<file path="src/hdl/s2w_pkg.sv">
// Shared types, constants and the arctangent table for the scan-to-world point pipeline.
`timescale 1ns / 1ps

package s2w_pkg;

    localparam int CORDIC_STAGES_DEF = 16;
    localparam int ATAN_ENTRIES      = 24;

    // Beams at or beyond this index are outside the scan.
    localparam logic [16:0] MAX_BEAMS = 17'd4096;

    localparam int COORD_W = 48;
    localparam int MAG_W   = 46;
    localparam int ANGLE_W = 32;

    // 1/K of the CORDIC gain in Q30.
    localparam logic [29:0] INV_GAIN_Q30 = 30'd652032874;

    localparam logic signed [25:0] S24_MAX = 26'sd8388607;
    localparam logic signed [25:0] S24_MIN = -26'sd8388608;

    // Configuration register indexes.
    localparam logic [2:0] REG_ROBOT_X    = 3'd0;
    localparam logic [2:0] REG_ROBOT_Y    = 3'd1;
    localparam logic [2:0] REG_HEADING    = 3'd2;
    localparam logic [2:0] REG_START      = 3'd3;
    localparam logic [2:0] REG_STEP       = 3'd4;
    localparam logic [2:0] REG_MIN_RANGE  = 3'd5;
    localparam logic [2:0] REG_MAX_RANGE  = 3'd6;
    localparam logic [2:0] REG_RADIUS     = 3'd7;

    // Arctangent of 2^-i in units of 2^-32 turn.
    localparam logic [31:0] ATAN_TURNS [ATAN_ENTRIES] = '{
        32'h20000000, 32'h12E4051E, 32'h09FB385B, 32'h051111D4,
        32'h028B0D43, 32'h0145D7E1, 32'h00A2F61E, 32'h00517C55,
        32'h0028BE53, 32'h00145F2F, 32'h000A2F98, 32'h000517CC,
        32'h00028BE6, 32'h000145F3, 32'h0000A2FA, 32'h0000517D,
        32'h000028BE, 32'h0000145F, 32'h00000A30, 32'h00000518,
        32'h0000028C, 32'h00000146, 32'h000000A3, 32'h00000051
    };

    typedef struct packed {
        logic signed [23:0] robot_x;
        logic signed [23:0] robot_y;
        logic [15:0]        heading;
        logic [15:0]        start_angle;
        logic [15:0]        angle_step;
        logic [15:0]        min_range;
        logic [15:0]        max_range;
        logic [15:0]        radius;
    } t_cfg;

    // Contents of one slot of the rotation chain.
    typedef struct packed {
        logic                       occ;
        logic                       pv;
        logic signed [COORD_W-1:0]  x;
        logic signed [COORD_W-1:0]  y;
        logic signed [ANGLE_W-1:0]  z;
    } t_cell_data;

    typedef struct packed {
        logic               pv;
        logic signed [23:0] world_x;
        logic signed [23:0] world_y;
        logic [15:0]        radius;
    } t_result;

endpackage

</file>
<file path="src/hdl/s2w_cell.sv">
// One CORDIC rotation cell: a single micro-rotation and its register.
`timescale 1ns / 1ps

module s2w_cell import s2w_pkg::*; #(
    parameter int STEP = 0
) (
    input  logic       i_clk,
    input  logic       i_rst_n,
    input  logic       i_en,
    input  t_cell_data i_data,
    output t_cell_data o_data
);

    t_cell_data r_data;
    t_cell_data n_data;

    logic signed [COORD_W-1:0] w_dx;
    logic signed [COORD_W-1:0] w_dy;
    logic signed [ANGLE_W-1:0] w_atan;

    always_comb begin
        w_dx   = i_data.y >>> STEP;
        w_dy   = i_data.x >>> STEP;
        w_atan = $signed(ATAN_TURNS[STEP]);
        n_data = i_data;
        if (!i_data.z[ANGLE_W-1]) begin
            n_data.x = i_data.x - w_dx;
            n_data.y = i_data.y + w_dy;
            n_data.z = i_data.z - w_atan;
        end else begin
            n_data.x = i_data.x + w_dx;
            n_data.y = i_data.y - w_dy;
            n_data.z = i_data.z + w_atan;
        end
    end

    always_ff @(posedge i_clk) begin
        if (!i_rst_n) begin
            r_data.occ <= 1'b0;
        end else if (i_en) begin
            r_data <= n_data;
        end
    end

    assign o_data = r_data;

endmodule

</file>
<file path="config.mk">
export PLATFORM = sky130hd
export DESIGN_NAME = s2w_cell
export DESIGN_NICKNAME = d
export VERILOG_FILES = /design/src/hdl/s2w_pkg.sv /design/src/hdl/s2w_cell.sv
export SDC_FILE = /design/constraint.sdc
export NUM_CORES = 1
export LEC_CHECK = 0
export CELL_PAD_IN_SITES_DETAIL_PLACEMENT = 1
export CELL_PAD_IN_SITES_GLOBAL_PLACEMENT = 2
export CORE_MARGIN = 4
export CORE_UTILIZATION = 42
export CTS_CLUSTER_SIZE = 25
export DETAILED_ROUTE_END_ITERATION = 7
export DONT_BUFFER_PORTS = 1
export GPL_ROUTABILITY_DRIVEN = 0
export GPL_TIMING_DRIVEN = 0
export MAX_ROUTING_LAYER = met4
export PLACE_DENSITY = 0.95
export SETUP_SLACK_MARGIN = 0.5
export SLEW_MARGIN = 10
export SYNTH_ARGS = -nofsm -noshare
export SYNTH_HDL_FRONTEND = slang
export SYNTH_SLANG_ARGS = --single-unit
</file>
<file path="constraint.sdc">
create_clock -name i_clk -period 9.1 [get_ports i_clk]
set_clock_uncertainty 0.1 [all_clocks]
set_input_delay 0.455 -clock i_clk [delete_from_list [all_inputs] [get_ports i_clk]]
set_output_delay 0.455 -clock i_clk [all_outputs]
set_load 0.05 [all_outputs]
</file>
======== Word-level counts from Yosys, hierarchy flattened ========
Index checks and enable logic that the tools add are counted.
word-level totals
  latch bits .............................. 0
  memory bits (read-only) ................. 0
  bits in registers ....................... 130
  output and inout bits ................... 130
  memories kept ........................... 0
  input port bits ......................... 133
  word-level logic and storage cells ...... 12
  RAM bits ................................ 0
cells by class
  shifts and indexed selects .............. 0
  $mul .................................... 0
  mux-type cells .......................... 1
  order comparisons ....................... 0
  divide/modulo/power cells ............... 0
  add/sub/neg operators ................... 5
  bitwise logic cells ..................... 0
  reduce and logical (&&, ||, !) cells .... 1
  equality and inequality tests ........... 0
operators with widths
  kind                                                 count
  two-way mux 128 bit                                  1
  subtractor 48 bit                                    2
  adder 48 bit                                         1
  adder 32 x 31 -> 32 bit, second input constant       1
  subtractor 32 x 31 -> 32 bit, second input constant  1
  AND reduction 2 bit                                  1

======== Longest topological paths before layout ========
  depth after elaboration ................. 2
  gate-level depth with buffers ........... 13

======== Worst setup path before layout ========
No wires, ideal clock.
  kind .................................... input to register
  start ................................... input port i_en
  end ..................................... register r_data (netlist bit o_data[0]), enable pin
  path slack .............................. 5.110 ns
  stages .................................. 1
  data arrival time ....................... 3.388 ns
  cells stage by stage .................... and2_1
between the ends
  longest elaborated chain between the ends .. 1
RTL lines
  what                                  RTL line        RTL
  start, declared                       s2w_cell.sv:9   input logic i_en,
  AND reduction 2 bit (no source line)  --
  end signal, assigned                  s2w_cell.sv:41  r_data <= n_data;
  end, declared                         s2w_cell.sv:14  t_cell_data r_data;
No other way between the ends.
A chain may end at the register's enable or synchronous reset.

==> key figures <==
Outcome
  • Outcome: completed

Synthesis
  • Synth Instances: roughly 1500
  • Seq/Total Area, Yosys: 30.89%
  • Yosys top cell by area: edfxtp_1
  • Top-count cell post-synth: a21oi_1
  • Synth Flop Type: edfxtp_1
  • Yosys reg bits: 129
  • Main area contributors after synthesis: edfxtp_1 (31%), ha_1 (14%), a21oi_1 (7.8%)
  • Synthesized Nets: around 1700
  • Synth async-reset ratio: 0%
  • Syn Std Cell Area: between 10000 and 15000 µm²
  • Syn Area/Cell: 8.537 µm²
  • Most instantiated cells after synthesis: a21oi_1 (196), inv_1 (148), ha_1 (141)
  • Synth warn: 0
  • Yosys top cell area share: 30.73%
  • Count of cell types in the netlist: 81
  • Post-synth EDFFs: approximately 130

Timing
  • Slew Limit Fails: 0
  • Setup TNS: 0 ns
  • Tmin final: between 4 and 5 ns
  • Period Utilization, post-route: a little under half
  • Setup Viol. Count Final: 0
  • Final Hold Fails: 0
  • Transition time of the tightest slew-check pin: 1.129 ns
  • RSZ-0062 raised after global routing: no
  • Rel. slew slack: about a quarter
  • Fmax: 0.2403 GHz

Worst setup path
  • CP Launch Type: primary input
  • CP max FO: 10
  • Critical path class: in -> reg
  • Crit end category: register
  • CP arrival: 4.23 ns
  • Reg2Reg Depth: 2
  • Worst Path Required: a little over 9 ns

Route
  • Vias: between 10000 and 15000
  • DR pass1 iterations: 8
  • DRC marker count from the first detailed-route iteration: around 1300
  • Post-route antenna net violation count: 0
  • Routed WL per cell: roughly 26 µm
  • Total Routed Length: 49700 µm
  • Vias/cell: 6.293
  • Residual DRC: 0

Hold path
  • Hold-critical path depth: 1
  • Hold Crit Class: in -> reg

Floorplan
  • Die ar.: 32600 µm²
  • Cell row count: 62
  • IO Count: between 200 and 300
  • Die extent in x: 180.6 µm
  • Core Area: 29010 µm²
  • Overall die height: approximately 180 µm
  • Starting Density: 43.11%

Clocking
  • Cts hold-fix bufs: 25
  • Clock root buffer: clkbuf_16
  • CTS Sinks: 129
  • Clock transition at path regs: 0.06 ns
  • Resized cells post-CTS: 0
  • Setup Buffers After CTS: 0
  • H-tree Lvls: 4
  • Clk Latency, worst-skew pair: 0.44 ns
  • Max Buffers Root-to-Sink: 2
  • Num CTS Buffers: 17
  • TritonCTS clock tree: done

Place
  • Port Buffers: 0
  • Area post-placement: 13020 µm²
  • Hpwl dp: about 39000 µm

Cells and area
  • FF+latch area: 3864 µm²
  • Fin nets: 1793
  • Multi-input logic area: 7780 µm²
  • Layout cells sized above 1: approximately 4.6%
  • Fillers: ~3500
  • Area growth, synth to finish: 11.15%
  • Post-layout util: 47.92%
  • Finished Cell Area: approximately 14000 µm²
  • Antenna diode count: 0
  • Max reg flops: between 100 and 150

Power
  • Total power: 2423 µW
  • Worst IR Drop VDD: 127.5 µV
  • Leak: 0.005542 µW
  • Power density over the cells: 174.3 nW/µm²

Global routing
  • Total track usage: 30.16%
  • Total global routing overflow: 0
  • Largest net degree at the start of global routing: 71
  • Initial antenna violation count: 0
  • First-pass GRT wire length: 74940 µm
  • Number of global-route vias before repair: 12470

Job
  • Max-Cap Viols: 0
cell families (layout without fill, tap and decap cells):
logic type               after synthesis  count (layout)  synth area share, %
AND/OR/NAND/NOR                      318             318                12.06
AO/OA/AOI/OAI                        538             538                27.50
multiplexers                          17              17                1.361
XOR/XNOR                              93              93                6.513
buffers and inverters                225             288                6.923
flip-flops                           129             129                30.89
adder cells (fa/ha/maj)              145             145                14.75
metrics by stage:
step / instances / setup WS [ns] / hold WS, ns
floorplan: 1465 / 5.110 / 0.4539
global placement: 1849 / 4.147 / 0.4539
global route: 1912 / 4.936 / 0.04669
finish: 1912 / 4.939 / 0.04414
detailed placement: 1850 / 4.882 / 0.4539
CTS: 1907 / 5.270 / 0.002470
metal layers:
metal | track usage [%] | share of wire [%] | up-vias
li1 | - | - | 5400
met1 | 38.62 | 42 | 5841
met2 | 46.76 | 45 | 651
met3 | 7.287 | 8.9 | 141
met4 | 10.77 | 3.8 | 0
met5 | - | 0 | -
path summary, 6_finish.rpt:
check             slack, ns                       end                     start
setup / recovery       4.94     o_data[123]$_DFFE_PP_                i_data[43]
hold / removal         0.04  o_data[129]$_SDFFE_PN0P_                   i_rst_n
setup reg to reg       7.98  o_data[129]$_SDFFE_PN0P_  o_data[129]$_SDFFE_PN0P_
hold reg to reg        0.75  o_data[129]$_SDFFE_PN0P_  o_data[129]$_SDFFE_PN0P_
cells in the final DEF (no fill, tap or decap), types with 5 or more instances in the layout:
master,synthesis,final
a21oi_1,196,196
inv_1,148,148
ha_1,141,141
edfxtp_1,128,128
nor2_1,108,108
o21ai_0,101,101
xnor2_1,87,87
nand2_1,68,68
clkbuf_1,56,56
o21bai_1,42,42
nor3_1,32,32
dlygate4sd3_1,0,30
a21o_1,29,29
nand4_1,24,24
o31ai_1,21,21
nor4_1,21,21
o21a_1,18,18
a211oi_1,17,17
o211ai_1,17,17
mux2i_1,17,17
clkbuf_16,0,17
a31oi_1,16,16
nand2b_1,13,13
nand3_1,13,13
nor2b_1,10,10
a211o_1,8,8
or3_1,7,7
o31a_1,7,7
buf_1,6,6
buf_2,6,6
xor2_1,6,6
inv_6,0,6
and3_1,5,5
and2_1,6,5
a221oi_1,5,5
report_power, final:
| group | switching, µW | leakage [µW] | internal (µW) |
|---|---|---|---|
| Combinational | 489 | 0.00405 | 249 |
| Clock | 309 | 0.000279 | 392 |
| Sequential | 233 | 0.00121 | 751 |
cell type report:
type	count	share of cell area, %
clock inverters	14	1.044
inverters	155	4.203
well taps	384	3.456
clock buffers	18	3.159
flip-flops and latches	129	27.79
repair buffers	31	2.358
multi-input cells	1111	55.96
plain buffers	70	2.025
critical path, stage by stage:
cell	delay [ns]
inv_1	0.02
ha_1	0.29
clkbuf_1	0.48
nand4_1	0.43
o221ai_1	0.31
a21oi_1	0.17
o31a_1	0.43
o21ai_0	0.64
a21oi_1	0.38
o211ai_1	0.26
o21ai_0	0.15
xnor2_1	0.19
Power figures use the tool's default switching activity.
