File: config.mk
export PLATFORM = sky130hd
export DESIGN_NAME = s2w_back
export DESIGN_NICKNAME = d
export VERILOG_FILES = /design/src/hdl/s2w_pkg.sv /design/src/hdl/s2w_back.sv
export SDC_FILE = /design/constraint.sdc
export NUM_CORES = 1
export LEC_CHECK = 0
export BUFFER_PORTS_ARGS = -buffer_cell sky130_fd_sc_hd__buf_2
export CORE_MARGIN = 5
export CORE_UTILIZATION = 36
export DETAILED_ROUTE_END_ITERATION = 6
export HOLD_SLACK_MARGIN = 0.05
export PLACE_DENSITY = 0.69
export SLEW_MARGIN = 30
export SYNTH_ARGS = -nofsm -noshare
export SYNTH_HDL_FRONTEND = slang
export SYNTH_SLANG_ARGS = --single-unit
File: constraint.sdc
create_clock -name i_clk -period 5.55 [get_ports i_clk]
set_clock_uncertainty 0.2 [all_clocks]
set_input_delay 0.8325 -clock i_clk [delete_from_list [all_inputs] [get_ports i_clk]]
set_output_delay 0.8325 -clock i_clk [all_outputs]
set_load 0.02 [all_outputs]
File: src/hdl/s2w_pkg.sv
// Shared types, constants and the arctangent table for the scan-to-world point pipeline.
`timescale 1ns / 1ps

package s2w_pkg;

    localparam int CORDIC_STAGES_DEF = 16;
    localparam int ATAN_ENTRIES      = 24;

    // Beams at or beyond this index are outside the scan.
    localparam logic [16:0] MAX_BEAMS = 17'd4096;

    localparam int COORD_W = 48;
    localparam int MAG_W   = 46;
    localparam int ANGLE_W = 32;

    // 1/K of the CORDIC gain in Q30.
    localparam logic [29:0] INV_GAIN_Q30 = 30'd652032874;

    localparam logic signed [25:0] S24_MAX = 26'sd8388607;
    localparam logic signed [25:0] S24_MIN = -26'sd8388608;

    // Configuration register indexes.
    localparam logic [2:0] REG_ROBOT_X    = 3'd0;
    localparam logic [2:0] REG_ROBOT_Y    = 3'd1;
    localparam logic [2:0] REG_HEADING    = 3'd2;
    localparam logic [2:0] REG_START      = 3'd3;
    localparam logic [2:0] REG_STEP       = 3'd4;
    localparam logic [2:0] REG_MIN_RANGE  = 3'd5;
    localparam logic [2:0] REG_MAX_RANGE  = 3'd6;
    localparam logic [2:0] REG_RADIUS     = 3'd7;

    // Arctangent of 2^-i in units of 2^-32 turn.
    localparam logic [31:0] ATAN_TURNS [ATAN_ENTRIES] = '{
        32'h20000000, 32'h12E4051E, 32'h09FB385B, 32'h051111D4,
        32'h028B0D43, 32'h0145D7E1, 32'h00A2F61E, 32'h00517C55,
        32'h0028BE53, 32'h00145F2F, 32'h000A2F98, 32'h000517CC,
        32'h00028BE6, 32'h000145F3, 32'h0000A2FA, 32'h0000517D,
        32'h000028BE, 32'h0000145F, 32'h00000A30, 32'h00000518,
        32'h0000028C, 32'h00000146, 32'h000000A3, 32'h00000051
    };

    typedef struct packed {
        logic signed [23:0] robot_x;
        logic signed [23:0] robot_y;
        logic [15:0]        heading;
        logic [15:0]        start_angle;
        logic [15:0]        angle_step;
        logic [15:0]        min_range;
        logic [15:0]        max_range;
        logic [15:0]        radius;
    } t_cfg;

    // Contents of one slot of the rotation chain.
    typedef struct packed {
        logic                       occ;
        logic                       pv;
        logic signed [COORD_W-1:0]  x;
        logic signed [COORD_W-1:0]  y;
        logic signed [ANGLE_W-1:0]  z;
    } t_cell_data;

    typedef struct packed {
        logic               pv;
        logic signed [23:0] world_x;
        logic signed [23:0] world_y;
        logic [15:0]        radius;
    } t_result;

endpackage

File: src/hdl/s2w_back.sv
// Back stage: rounding to millimetres, robot offset, saturation and output register.
`timescale 1ns / 1ps

module s2w_back import s2w_pkg::*; (
    input  logic       i_clk,
    input  logic       i_rst_n,
    input  logic       i_en,
    input  t_cell_data i_data,
    input  t_cfg       i_cfg,
    output logic       o_valid,
    output t_result    o_result
);

    localparam logic signed [COORD_W-1:0] HALF_Q30 = COORD_W'(64'sd536870912);

    logic                      r_valid;
    t_result                   r_result;
    t_result                   n_result;
    logic signed [COORD_W-1:0] w_rx;
    logic signed [COORD_W-1:0] w_ry;
    logic signed [25:0]        w_sx;
    logic signed [25:0]        w_sy;

    function automatic logic signed [23:0] sat24(input logic signed [25:0] v);
        logic signed [23:0] res;
        if (v > S24_MAX) begin
            res = S24_MAX[23:0];
        end else if (v < S24_MIN) begin
            res = S24_MIN[23:0];
        end else begin
            res = v[23:0];
        end
        return res;
    endfunction

    always_comb begin
        w_rx = (i_data.x + HALF_Q30) >>> 30;
        w_ry = (i_data.y + HALF_Q30) >>> 30;
        // The rounded offsets stay within 18 bits, so 26 bits hold the sums.
        w_sx = 26'(i_cfg.robot_x) + w_rx[25:0];
        w_sy = 26'(i_cfg.robot_y) + w_ry[25:0];
        n_result = '0;
        if (i_data.pv) begin
            n_result.pv      = 1'b1;
            n_result.world_x = sat24(w_sx);
            n_result.world_y = sat24(w_sy);
            n_result.radius  = i_cfg.radius;
        end
    end

    always_ff @(posedge i_clk) begin
        if (!i_rst_n) begin
            r_valid <= 1'b0;
        end else if (i_en) begin
            r_valid <= i_data.occ;
        end
    end

    always_ff @(posedge i_clk) begin
        if (i_en) begin
            r_result <= n_result;
        end
    end

    assign o_valid  = r_valid;
    assign o_result = r_result;

endmodule

After elaboration in Yosys (flattened, before gate mapping):

Cells that the tools add are included.

* bits in registers: 66
* input bits: 277
* output and inout bits: 66
* word-level logic and storage cells: 23

* add/sub/neg operators: 4
* magnitude comparators: 4
* multiplexer cells: 5
* bitwise logic cells: 1
* reduce and logical (&&, ||, !) cells: 2

Operators with widths (number)
* $add A48 B31 Y48 const B: 2
* $mux W24: 4
* $mux W65: 1
* $add A24 B18 Y25: 2
* $gt A25 B24 Y1 const B: 2
* $lt A25 B24 Y1 const B: 2
* $reduce_or A2 Y1: 2
* $not A1 Y1: 1

Logic depth before layout (Yosys ltp):

* depth after elaboration: 6
* depth in mapped cells: 17
* mapped depth without buffers: 16

Worst setup path after synthesis:

No wires, ideal clock.

* path kind: input port to flip-flop
* start point: input i_data[109] in the netlist's numbering
* end point: register r_result (netlist bit o_result[48]) (data pin)
* setup time: 0.258 ns
* data arrival time: 4.016 ns
* required time: 5.092 ns
* slack: 1.075 ns
* cell stages on the path: 17
* buffers on the path: 2
* cell sequence: ha_1 -> and3_1 -> clkbuf_1 -> nand2_1 -> nor2_1 -> nand2_1 -> xnor2_1 -> ha_1 -> inv_1 -> o21ai_0 -> o31ai_2 -> a21oi_2 -> or4b_1 -> and4_4 -> o21ai_4 -> buf_6 -> o21ai_2

* word-level cells in the longest chain between the ends: 5
* elaborated cells between the ends (all ways): 6
* those cells by class: add/sub (2); order compare (2); mux (2)

Ends and longest elaborated chain
* start, declared: line s2w_back.sv:8 `input t_cell_data i_data,`
* $add A48 B31 Y48 (*): line s2w_back.sv:37 `w_rx = (i_data.x + HALF_Q30) >>> 30;`
* $add A24 B18 Y25 (*): line s2w_back.sv:40 `w_sx = 26'(i_cfg.robot_x) + w_rx[25:0];`
* $lt A25 B24 Y1: line s2w_back.sv:28 `end else if (v < S24_MIN) begin`
* $mux W24: line s2w_back.sv:28
* $mux W24 (*): line s2w_back.sv:26 `if (v > S24_MAX) begin`
* end signal, assigned: line s2w_back.sv:61 `r_result <= n_result;`
* end, declared: line s2w_back.sv:17 `t_result r_result;`

Mark *: on every way between the ends. The rest lies on a longest branch, timed or not.
A chain may end at the register's enable or synchronous reset.

Worst setup path in the final report:

* start point: input i_data[111] in the netlist's numbering
* end point: register r_result (netlist bit o_result[43]) (data pin)

The elaborated chain is that of the path after synthesis.

==> impl_metrics.toml <==
[status]
status = "completed"

[min_path]
hp-class = "reg -> reg"
min_path_cells = 2
min_to = "o_valid"
min_from = "o_valid"

[clock_tree]
insertion_delay_ns = 0.33
cts_buffers = 9
cts_tree = "yes"
ctsHoldBuffers = 0
cts_sinks = 66
cts_root_buf = "clkbuf_16"
htreeDepth = 3
clk_path_buf_depth = 2
post_cts_resized = 0
cts.clk_slew.worst_paths_ns = 0.06
cts_setup_buffers = 0

[setup_path]
path_cells = "buf_2, and3_1, and3_1, nand2_1, nor2_1, nand2_1, xnor2_1, ha_1, a21oi_1, nand2_1, a21oi_1, or4b_1, and4_4, o21ai_4, buf_4, o21ai_0"
rr_worst_depth = 2
required_ns = 5.39
cpPeakStageDelay_ns = 0.54
r2r_end = "o_valid"
critPathMaxFanout = 23
r2r-start = "o_valid"
cpMostUsedCell = "nand2_1"
reg2reg_slack_ns = 4.76
crit_type = "in -> reg"
cp-start-kind = "input pin"
cp_slowest_cell = "xnor2_1"
endpoint_kind = "register"
cp.arrival_ns = 4.75

[timing]
fin_crit_sh_pct = 88.6
finalSetupTns_ns = 0
fmax_mhz = 203
worst_slew_margin_rel_pct = 39.7
hold_viol = 0
final.min_clock_period_ns = 4.91
tightest_slew_ns = 0.905
setup_viol = 0
finalMaxSlewViolations = 0
rsz0062_at_grt = "false"

[die]
dieArea_mm2 = 0.0188
die_h_um = 137
rows = 46
start_util_pct = 36.7
core_mm2 = 0.0159
dieWidth_um = 137
top_level_ports = 343

[synthesis]
synthCells = 620
ys_types = 67
seq_area_frac_synth_pct = 33.8
syn-cell-area_mm2 = 0.00583
synth_warnings = 0
synth_nets = 951
syn_area_per_cell_um2 = 9.40
synthFlopType = "edfxtp_1"
async_reset_ff_share_pct = 0
synth_edf_count = 65
synth-seq-cells = 66

[grt]
grt_pass1_wl_um = 25500
grt_max_degree = 40
grt_pass1_vias = 5203
grtUsageTotal_pct = 17.4
met2_usage_pct = 27.7
use_met1_pct = 22.6
grt_use_met3_pct = 5.92
antenna_found_initial = 0
grt_busiest_layer = "met2"
overflow = 0

[power_and_ir_drop]
power.leakage_uw = 0.00310
power_density_mw_per_mm2 = 265
ir_drop_uv = 203

[layout]
drive_gt1_share_pct = 28.3
diodes = 0
stdcell_count = 1014
layout_common_cells = "buf_2 (172), edfxtp_1 (65), ha_1 (52)"
area_growth_pct = 23.9
nNetsFinal = 1124
layout_commonest_cell = "buf_2"

[drt]
wl_um = 16500
vias = 5371
antenna_left = 0
drc = 0
firstDrtPassIters = 5
wl_per_cell_um = 16.3
vias_per_cell = 5.30
drt-initial-drc-count = 271

[place]
dp.cells = 998
gp_congestion = 0.881
io_buffers = 172
hpwl_um = 12900

[flow_run]
drv_cap = 0
## cell usage after synthesis (all sizes together), types with 2 or more instances
cell	n	share of area, %
o211a	2	0.34
xnor2	39	5.9
nand2	36	2.3
o21a	28	3.6
nand4	10	1.1
and2	22	2.4
ha	52	11
nand3	34	3.0
nand2b	3	0.32
o211ai	8	1.1
or2b	2	0.26
inv	22	1.4
a21oi	44	4.0
o21bai	5	0.64
o31ai	6	0.86
nor4	4	0.43
a21o	12	1.6
and2b	2	0.28
and3	17	1.8
a31oi	5	0.54
nor3b	2	0.26
o21ai	47	4.9
or2	2	0.21
a21boi	3	0.39
nor2b	5	0.54
clkbuf	9	0.73
nor3	29	2.6
xor2	29	4.4
nor2	32	2.1
and4	3	0.49
edfxtp	65	33
fa	2	0.69
nor4b	3	0.45
a211oi	4	0.52
o2111ai	2	0.30
mux2i	4	0.69
buf	10	1.2
a41oi	2	0.30
## logic make-up (layout without fill, tap and decap cells)
| logic type | after synthesis | after routing | share of synthesized area [%] |
|---|---|---|---|
| AOI/OAI and AO/OA | 179 | 179 | 21.3 |
| xor gates and xnor gates | 68 | 68 | 10.2 |
| adders and majority gates | 54 | 54 | 11.8 |
| buffers and inverters | 41 | 219 | 3.35 |
| DFF | 66 | 66 | 33.8 |
| muxes | 4 | 4 | 0.687 |
| and+or+nand+nor | 208 | 208 | 18.8 |
## routing by layer
metal	share of wire (%)	vias up
met2	45	189
met4	1.5	0
met1	44	2490
met3	9.2	21
li1	-	2671
met5	0	-
## metrics by stage
| stage | total power [uW] | hold slack, ns | setup WS [ns] | utilization, % | area (um^2) |
|---|---|---|---|---|---|
| finish | 1920 | 0.324 | 0.635 | 45.5 | 7220 |
| global placement | 1340 | 0.305 | 0.332 | 43.6 | 6920 |
| global route | 2030 | 0.354 | 0.219 | 45.5 | 7220 |
| floorplan | 1130 | 0.389 | 1.08 | - | 5830 |
| detailed placement | 1350 | 0.313 | 0.323 | 43.6 | 6930 |
| CTS | 1940 | 0.327 | 0.645 | 45.5 | 7220 |
## where the power goes
group,total (uW),internal [uW],switching [uW]
Combinational,689,271,418
Sequential,654,632,21.8
Clock,573,346,227
Total,1920,1250,667
## flip-flops by register name, indices dropped and copies added (netlist names)
name      flops
o_valid       1
o_result     65
## layout make-up
type                    count  area [um^2]
fillers                  1590         8660
repair buffers            181          928
multi-input cells         513         3670
clock buffers               9          225
inverters                  22         82.6
flip-flops and latches     66         1970
well taps                 216          270
clock inverters             7         70.1
## worst max-delay path by stage
stage	start	cells after the start	endpoint
after global routing	i_data[109]	16	o_result[43]
after floorplan	i_data[109]	17	o_result[48]
final	i_data[111]	16	o_result[43]
after CTS	i_data[109]	17	o_result[43]
after detailed placement	i_data[109]	17	o_result[43]
after global placement	i_data[109]	16	o_result[42]
## critical path: cells and delay by family
kind            cells  cell delay [ns]
xor+xnor            1             0.54
fa+ha+maj           1             0.45
simple gates        8             1.58
compound gates      4             0.91
buf+inv             2             0.44
Power figures use the tool's default switching activity.
