--- config.mk ---
export PLATFORM = sky130hd
export DESIGN_NAME = s2w_front
export DESIGN_NICKNAME = d
export VERILOG_FILES = /design/src/hdl/s2w_pkg.sv /design/src/hdl/s2w_front.sv
export SDC_FILE = /design/constraint.sdc
export NUM_CORES = 1
export LEC_CHECK = 0
export BUFFER_PORTS_ARGS = -buffer_cell sky130_fd_sc_hd__buf_2
export CAP_MARGIN = 10
export CORE_ASPECT_RATIO = 0.9
export CORE_UTILIZATION = 30
export CTS_CLUSTER_SIZE = 24
export DETAILED_ROUTE_END_ITERATION = 8
export PLACE_DENSITY_LB_ADDON = 0.25
export SETUP_SLACK_MARGIN = 0.4
export SLEW_MARGIN = 40
export SYNTH_ARGS = -nofsm -noshare
export SYNTH_HDL_FRONTEND = slang
export SYNTH_SLANG_ARGS = --single-unit
--- constraint.sdc ---
create_clock -name i_clk -period 9.25 [get_ports i_clk]
set_clock_uncertainty 0.2 [all_clocks]
set_input_delay 0.925 -clock i_clk [delete_from_list [all_inputs] [get_ports i_clk]]
set_output_delay 0.925 -clock i_clk [all_outputs]
set_load 0.03 [all_outputs]
--- src/hdl/s2w_pkg.sv ---
// Shared types, constants and the arctangent table for the scan-to-world point pipeline.
`timescale 1ns / 1ps

package s2w_pkg;

    localparam int CORDIC_STAGES_DEF = 16;
    localparam int ATAN_ENTRIES      = 24;

    // Beams at or beyond this index are outside the scan.
    localparam logic [16:0] MAX_BEAMS = 17'd4096;

    localparam int COORD_W = 48;
    localparam int MAG_W   = 46;
    localparam int ANGLE_W = 32;

    // 1/K of the CORDIC gain in Q30.
    localparam logic [29:0] INV_GAIN_Q30 = 30'd652032874;

    localparam logic signed [25:0] S24_MAX = 26'sd8388607;
    localparam logic signed [25:0] S24_MIN = -26'sd8388608;

    // Configuration register indexes.
    localparam logic [2:0] REG_ROBOT_X    = 3'd0;
    localparam logic [2:0] REG_ROBOT_Y    = 3'd1;
    localparam logic [2:0] REG_HEADING    = 3'd2;
    localparam logic [2:0] REG_START      = 3'd3;
    localparam logic [2:0] REG_STEP       = 3'd4;
    localparam logic [2:0] REG_MIN_RANGE  = 3'd5;
    localparam logic [2:0] REG_MAX_RANGE  = 3'd6;
    localparam logic [2:0] REG_RADIUS     = 3'd7;

    // Arctangent of 2^-i in units of 2^-32 turn.
    localparam logic [31:0] ATAN_TURNS [ATAN_ENTRIES] = '{
        32'h20000000, 32'h12E4051E, 32'h09FB385B, 32'h051111D4,
        32'h028B0D43, 32'h0145D7E1, 32'h00A2F61E, 32'h00517C55,
        32'h0028BE53, 32'h00145F2F, 32'h000A2F98, 32'h000517CC,
        32'h00028BE6, 32'h000145F3, 32'h0000A2FA, 32'h0000517D,
        32'h000028BE, 32'h0000145F, 32'h00000A30, 32'h00000518,
        32'h0000028C, 32'h00000146, 32'h000000A3, 32'h00000051
    };

    typedef struct packed {
        logic signed [23:0] robot_x;
        logic signed [23:0] robot_y;
        logic [15:0]        heading;
        logic [15:0]        start_angle;
        logic [15:0]        angle_step;
        logic [15:0]        min_range;
        logic [15:0]        max_range;
        logic [15:0]        radius;
    } t_cfg;

    // Contents of one slot of the rotation chain.
    typedef struct packed {
        logic                       occ;
        logic                       pv;
        logic signed [COORD_W-1:0]  x;
        logic signed [COORD_W-1:0]  y;
        logic signed [ANGLE_W-1:0]  z;
    } t_cell_data;

    typedef struct packed {
        logic               pv;
        logic signed [23:0] world_x;
        logic signed [23:0] world_y;
        logic [15:0]        radius;
    } t_result;

endpackage

--- src/hdl/s2w_front.sv ---
// Front stages: range checks, beam angle, quadrant fold and CORDIC start vector.
`timescale 1ns / 1ps

module s2w_front import s2w_pkg::*; (
    input  logic        i_clk,
    input  logic        i_rst_n,
    input  logic        i_en,
    input  logic        i_valid,
    input  logic [15:0] i_range_mm,
    input  logic        i_is_finite,
    input  logic [11:0] i_beam_index,
    input  t_cfg        i_cfg,
    output t_cell_data  o_data
);

    localparam logic [1:0] QUAD_EAST  = 2'd0;
    localparam logic [1:0] QUAD_NORTH = 2'd1;
    localparam logic [1:0] QUAD_WEST  = 2'd2;
    localparam logic [1:0] QUAD_SOUTH = 2'd3;

    logic             r_a_occ;
    logic             r_a_pv;
    logic [MAG_W-1:0] r_a_mag;
    logic [15:0]      r_a_prod;
    logic             n_a_pv;
    logic [27:0]      n_a_prod_full;

    t_cell_data r_b;
    t_cell_data n_b;

    logic [15:0]               w_ang;
    logic [15:0]               w_ang_bias;
    logic [1:0]                w_quad;
    logic [15:0]               w_res;
    logic signed [COORD_W-1:0] w_mag;

    always_comb begin
        n_a_pv = i_is_finite && (i_range_mm >= i_cfg.min_range)
                 && (i_range_mm <= i_cfg.max_range)
                 && ({5'b0, i_beam_index} < MAX_BEAMS);
        n_a_prod_full = 28'(i_beam_index) * 28'(i_cfg.angle_step);
    end

    always_ff @(posedge i_clk) begin
        if (!i_rst_n) begin
            r_a_occ <= 1'b0;
        end else if (i_en) begin
            r_a_occ <= i_valid;
        end
    end

    always_ff @(posedge i_clk) begin
        if (i_en) begin
            r_a_pv   <= n_a_pv;
            r_a_mag  <= MAG_W'(i_range_mm) * MAG_W'(INV_GAIN_Q30);
            r_a_prod <= n_a_prod_full[15:0];
        end
    end

    always_comb begin
        w_ang      = i_cfg.heading + i_cfg.start_angle + r_a_prod;
        w_ang_bias = w_ang + 16'd8192;
        w_quad     = w_ang_bias[15:14];
        // Residual lies in [-8192, 8191] once the nearest quarter turn is removed.
        w_res      = w_ang - {w_quad, 14'b0};
        w_mag      = $signed({2'b0, r_a_mag});

        n_b     = '0;
        n_b.occ = r_a_occ;
        n_b.pv  = r_a_pv;
        n_b.z   = $signed({w_res, 16'b0});
        case (w_quad)
            QUAD_EAST: begin
                n_b.x = w_mag;
                n_b.y = '0;
            end
            QUAD_NORTH: begin
                n_b.x = '0;
                n_b.y = w_mag;
            end
            QUAD_WEST: begin
                n_b.x = -w_mag;
                n_b.y = '0;
            end
            QUAD_SOUTH: begin
                n_b.x = '0;
                n_b.y = -w_mag;
            end
            default: begin
                n_b.x = '0;
                n_b.y = '0;
            end
        endcase
    end

    always_ff @(posedge i_clk) begin
        if (!i_rst_n) begin
            r_b.occ <= 1'b0;
        end else if (i_en) begin
            r_b <= n_b;
        end
    end

    assign o_data = r_b;

endmodule

Word-level counts from Yosys, hierarchy flattened --
Index checks and enable logic that the tools add are counted.
Cells by class: add/sub/neg operators 5, multipliers 2, order comparisons 2, eq/ne operators 3, mux-type cells 1, reductions and logical operators 4
Operator list (number):
- 96-bit case mux with 4 select lines | 1
- 46-bit negator with 48-bit output | 1
- 16-bit by 29-bit multiplier with 45-bit output (second input constant) | 1
- 16-bit adder | 2
- 16-bit by 14-bit adder with 16-bit output (second input constant) | 1
- 16-bit greater-or-equal comparator | 1
- 16-bit <= comparator | 1
- 12-bit by 16-bit multiplier with 16-bit output | 1
- 16-bit subtractor | 1
- 2-bit == test (second input constant) | 2
- 2-bit by 1-bit == test with 1-bit output (second input constant) | 1
- 1-bit logical AND | 2
- 2-bit zero test | 1
- 2-bit AND reduction | 1
Storage, ports and cells: flip-flop bits (word level) 177, logic and storage cells 26

Longest topological paths before layout --
word-level depth 5, depth in mapped cells 25

Worst setup path before layout --
OpenSTA, ideal clock, no wires.
path kind in2reg, from in i_range_mm[13], to reg r_a_mag[34] (data pin), library setup time 0.258 ns, arrival 6.174 ns, required time 8.792 ns, path slack 2.617 ns, stages 21, path buffers 1, path through ha_1 > clkbuf_1 > xor2_1 > ha_1 > a21oi_1 > fa_1 > inv_1 > fa_1 > fa_1 > inv_1 > fa_1 > inv_1 > ha_1 > and3_1 > a311oi_1 > a2bb2oi_1 > o31ai_1 > a2111oi_0 > o21bai_1 > a21oi_1 > xnor2_1
On the way: cells in the longest elaborated chain, start to end 1
Ends and longest elaborated chain:
- from (decl) | line s2w_front.sv:9 | input logic [15:0] i_range_mm,
- 16-bit by 29-bit multiplier with 45-bit output | line s2w_front.sv:55 | r_a_mag <= MAG_W'(i_range_mm) * MAG_W'(INV_GAIN_Q30);
- to (signal assigned) | line s2w_front.sv:55
- to (decl) | line s2w_front.sv:23 | logic [MAG_W-1:0] r_a_mag;
No other way between the ends. A chain may end at the register's enable or synchronous reset.

Final worst setup path --
from in i_range_mm[5], to reg r_a_mag[43] (data pin)
The elaborated chain is that of the path after synthesis.

==> summary.txt <==
Status
  – Status: finished clean

Global routing
  – Initial antenna violation count: 2
  – Total grt overflow: 0
  – Number of global-route vias before repair: 13900
  – Largest net degree at the start of global routing: 95
  – First-pass GRT wire length: 76600 um
  – Gr usage total: 0.146

Floorplan
  – Initial Util: 0.306
  – Die Y: ~250 um
  – Top Ports: 307
  – Core Area: 66000 um2
  – Rows: 89
  – Die footprint: a little under 70000 um2
  – Die X-Extent: between 200 and 300 um

Synth
  – Syn_area_per_cell: roughly 10 um2
  – Top_reg_cell synth: edfxtp_1
  – Number of synthesized flops with an enable pin: 171
  – Gate Count Post-Synth: 1934
  – Yosys top cell area share: 0.264
  – Flops & latches, synth: 173
  – Share of async-settable or async-resettable flops after synthesis: 0
  – Seq/Total Area, Yosys: 0.256
  – Synth Cell Area: about 20000 um2
  – Yosys cell types: 65
  – Biggest area consumer among synthesized cells: fa_1
  – Synth warn: 0
  – Largest cells by area after synthesis: fa_1, edfxtp_1, ha_1

Setup path
  – Critical Path AT: 7.14 ns
  – CP required: 9.23 ns
  – R2R cell count: 21
  – Critical Path Source Type: primary input
  – CP Class: in -> reg
  – Crit path capture type: flop
  – Critical path fanouts, max: 11

Run
  – Maximum capacitance violations: 0

Clock network
  – Worst-case clock buffer depth: 2
  – H-tree levels: 4
  – Clk sinks: 173
  – Worst skew pair latency: 0.44 ns
  – Post-CTS setup buffers: 0
  – TritonCTS Buffers: 17
  – CTS tree: done
  – Clock Tree Root: clkbuf_16
  – CTS Hold Buffers Added: 0
  – Worst-path clk slew: 0.07 ns
  – Post-CTS resize count: 0

STA
  – Pins Over Slew Limit: 0
  – Final Hold Vio Count: 0
  – Final WS setup: around 2.1 ns
  – Slew margin rel.: 0.498
  – Maximum clock frequency: 0.140 GHz
  – Worst-Margin Slew: 0.753 ns
  – Fin crit share: 0.773
  – Final worst path period need: 7.15 ns
  – RSZ-0062 raised after global routing: false
  – # setup viols final: 0
  – Final TNS setup: 0 ns

Layout
  – Storage element area: 5170 um2
  – Multi-input logic area: 13300 um2
  – Fin cells: 3022
  – Inserted Diodes: 0
  – Total Nets Final: ~2800
  – Layout cells sized above 1: 0.131
  – Fillers: 6705
  – P&R area growth vs syn: 13.2%

Drt
  – DRC: 0
  – Via count: approximately 14000
  – DRT Pass-1 Iters: 5
  – Via density: 4.55
  – DR WL/cell: 16.4 um
  – Routed WL: between 40000 and 50000 um
  – First DRT Iteration DRCs: 684
  – Antenna Nets Post-Route: 0

Placement
  – PortBufs: 224
  – Worst slack at placement: about 1.5 ns
  – DP Cell Count: 2990
  – Hpwl dp: 42000 um
  – GPL Wtd Cong: 0.892

Hold path
  – Hold Crit Depth: 0
  – HP Class: reg -> reg
[per-layer routing]
| metal | vias up | GRT usage | wire (um) |
|---|---|---|---|
| li1 | 6628 | - | - |
| met1 | 6744 | 0.214 | 24600 |
| met2 | 326 | 0.227 | 21800 |
| met3 | 45 | 0.0184 | 2150 |
| met4 | 2 | 0.0375 | 833 |
| met5 | - | 0 | 13 |
[layout make-up]
cell class | instances | area share
multi-input combinational | 1313 | 0.581
sequential | 173 | 0.226
inverter | 413 | 0.0678
timing repair buffer | 227 | 0.0505
tap | 864 | 0.0473
clock buffer | 17 | 0.0186
clock inverter | 15 | 0.00854
[cell usage after synthesis, types with 12 or more instances]
master and n:
xnor2_1 63, nor3_1 15, and3_1 16, or3_1 12, o31ai_1 18, edfxtp_1 171, clkbuf_1 27, o21ai_0 49
a21oi_1 57, nor2_1 91, fa_1 266, ha_1 246, buf_4 23, nand3_1 16, nor2b_1 60, o21a_1 13
xor2_1 64, inv_1 413, and2_1 42, a21o_1 26, nand2_1 133
[final timing paths]
check / end / start / slack [ns]
worst max register to register: o_data[116] / r_a_prod[2] / 3.06
worst max-delay path: r_a_mag[43] / i_range_mm[5] / 2.10
worst min-delay path: o_data[128] / r_a_pv / 0.22
worst min register to register: o_data[128] / r_a_pv / 0.22
[placed cells by master, fill, tap and decap left out, types with 49 or more instances in the layout]
master and instances:
edfxtp_1 171, fa_1 266, nor2_1 91, nand2_1 133, xnor2_1 63, nor2b_1 60, xor2_1 64, inv_1 412
a21oi_1 57, buf_2 223, o21ai_0 49, ha_1 245
[state kept, by name, summed over array words and instances (netlist names)]
name,count
o_data,110
r_a_pv,1
r_a_occ,1
r_a_prod,16
r_a_mag,45
[worst max-delay path, stage by stage]
cell      delay [ns]
buf_2           0.35
inv_1           0.09
ha_1            0.34
inv_1           0.17
fa_1            0.56
inv_1           0.05
fa_1            0.48
inv_1           0.05
fa_1            0.47
inv_1           0.05
fa_1            0.50
fa_1            0.56
inv_1           0.05
ha_1            0.35
and3_1          0.23
o211a_1         0.15
a211oi_1        0.25
buf_4           0.17
o31ai_1         0.10
a221oi_1        0.55
o21ai_0         0.17
nor2_1          0.21
mux2i_1         0.20
nand3_1         0.10
[cell families after synthesis]
logic type | after synthesis | synth area share
compound gates | 228 | 0.0742
xor+xnor | 127 | 0.0551
fa+ha+maj | 512 | 0.416
buf+inv | 465 | 0.0908
flops | 173 | 0.256
mux | 4 | 0.00198
other cells | 1 | 0.000186
simple gates | 424 | 0.105
[metrics by stage]
step	hold WS, ns	utilization	instance area (um2)
after floorplan	0.200	-	20300
after global placement	0.208	0.336	22200
after detailed placement	0.205	0.337	22200
after CTS	0.223	0.346	22800
after global routing	0.246	0.346	22900
final	0.220	0.346	22900
Power is not shown: default switching activity piles up to over one toggle a cycle in this logic, so the estimate is an artifact.
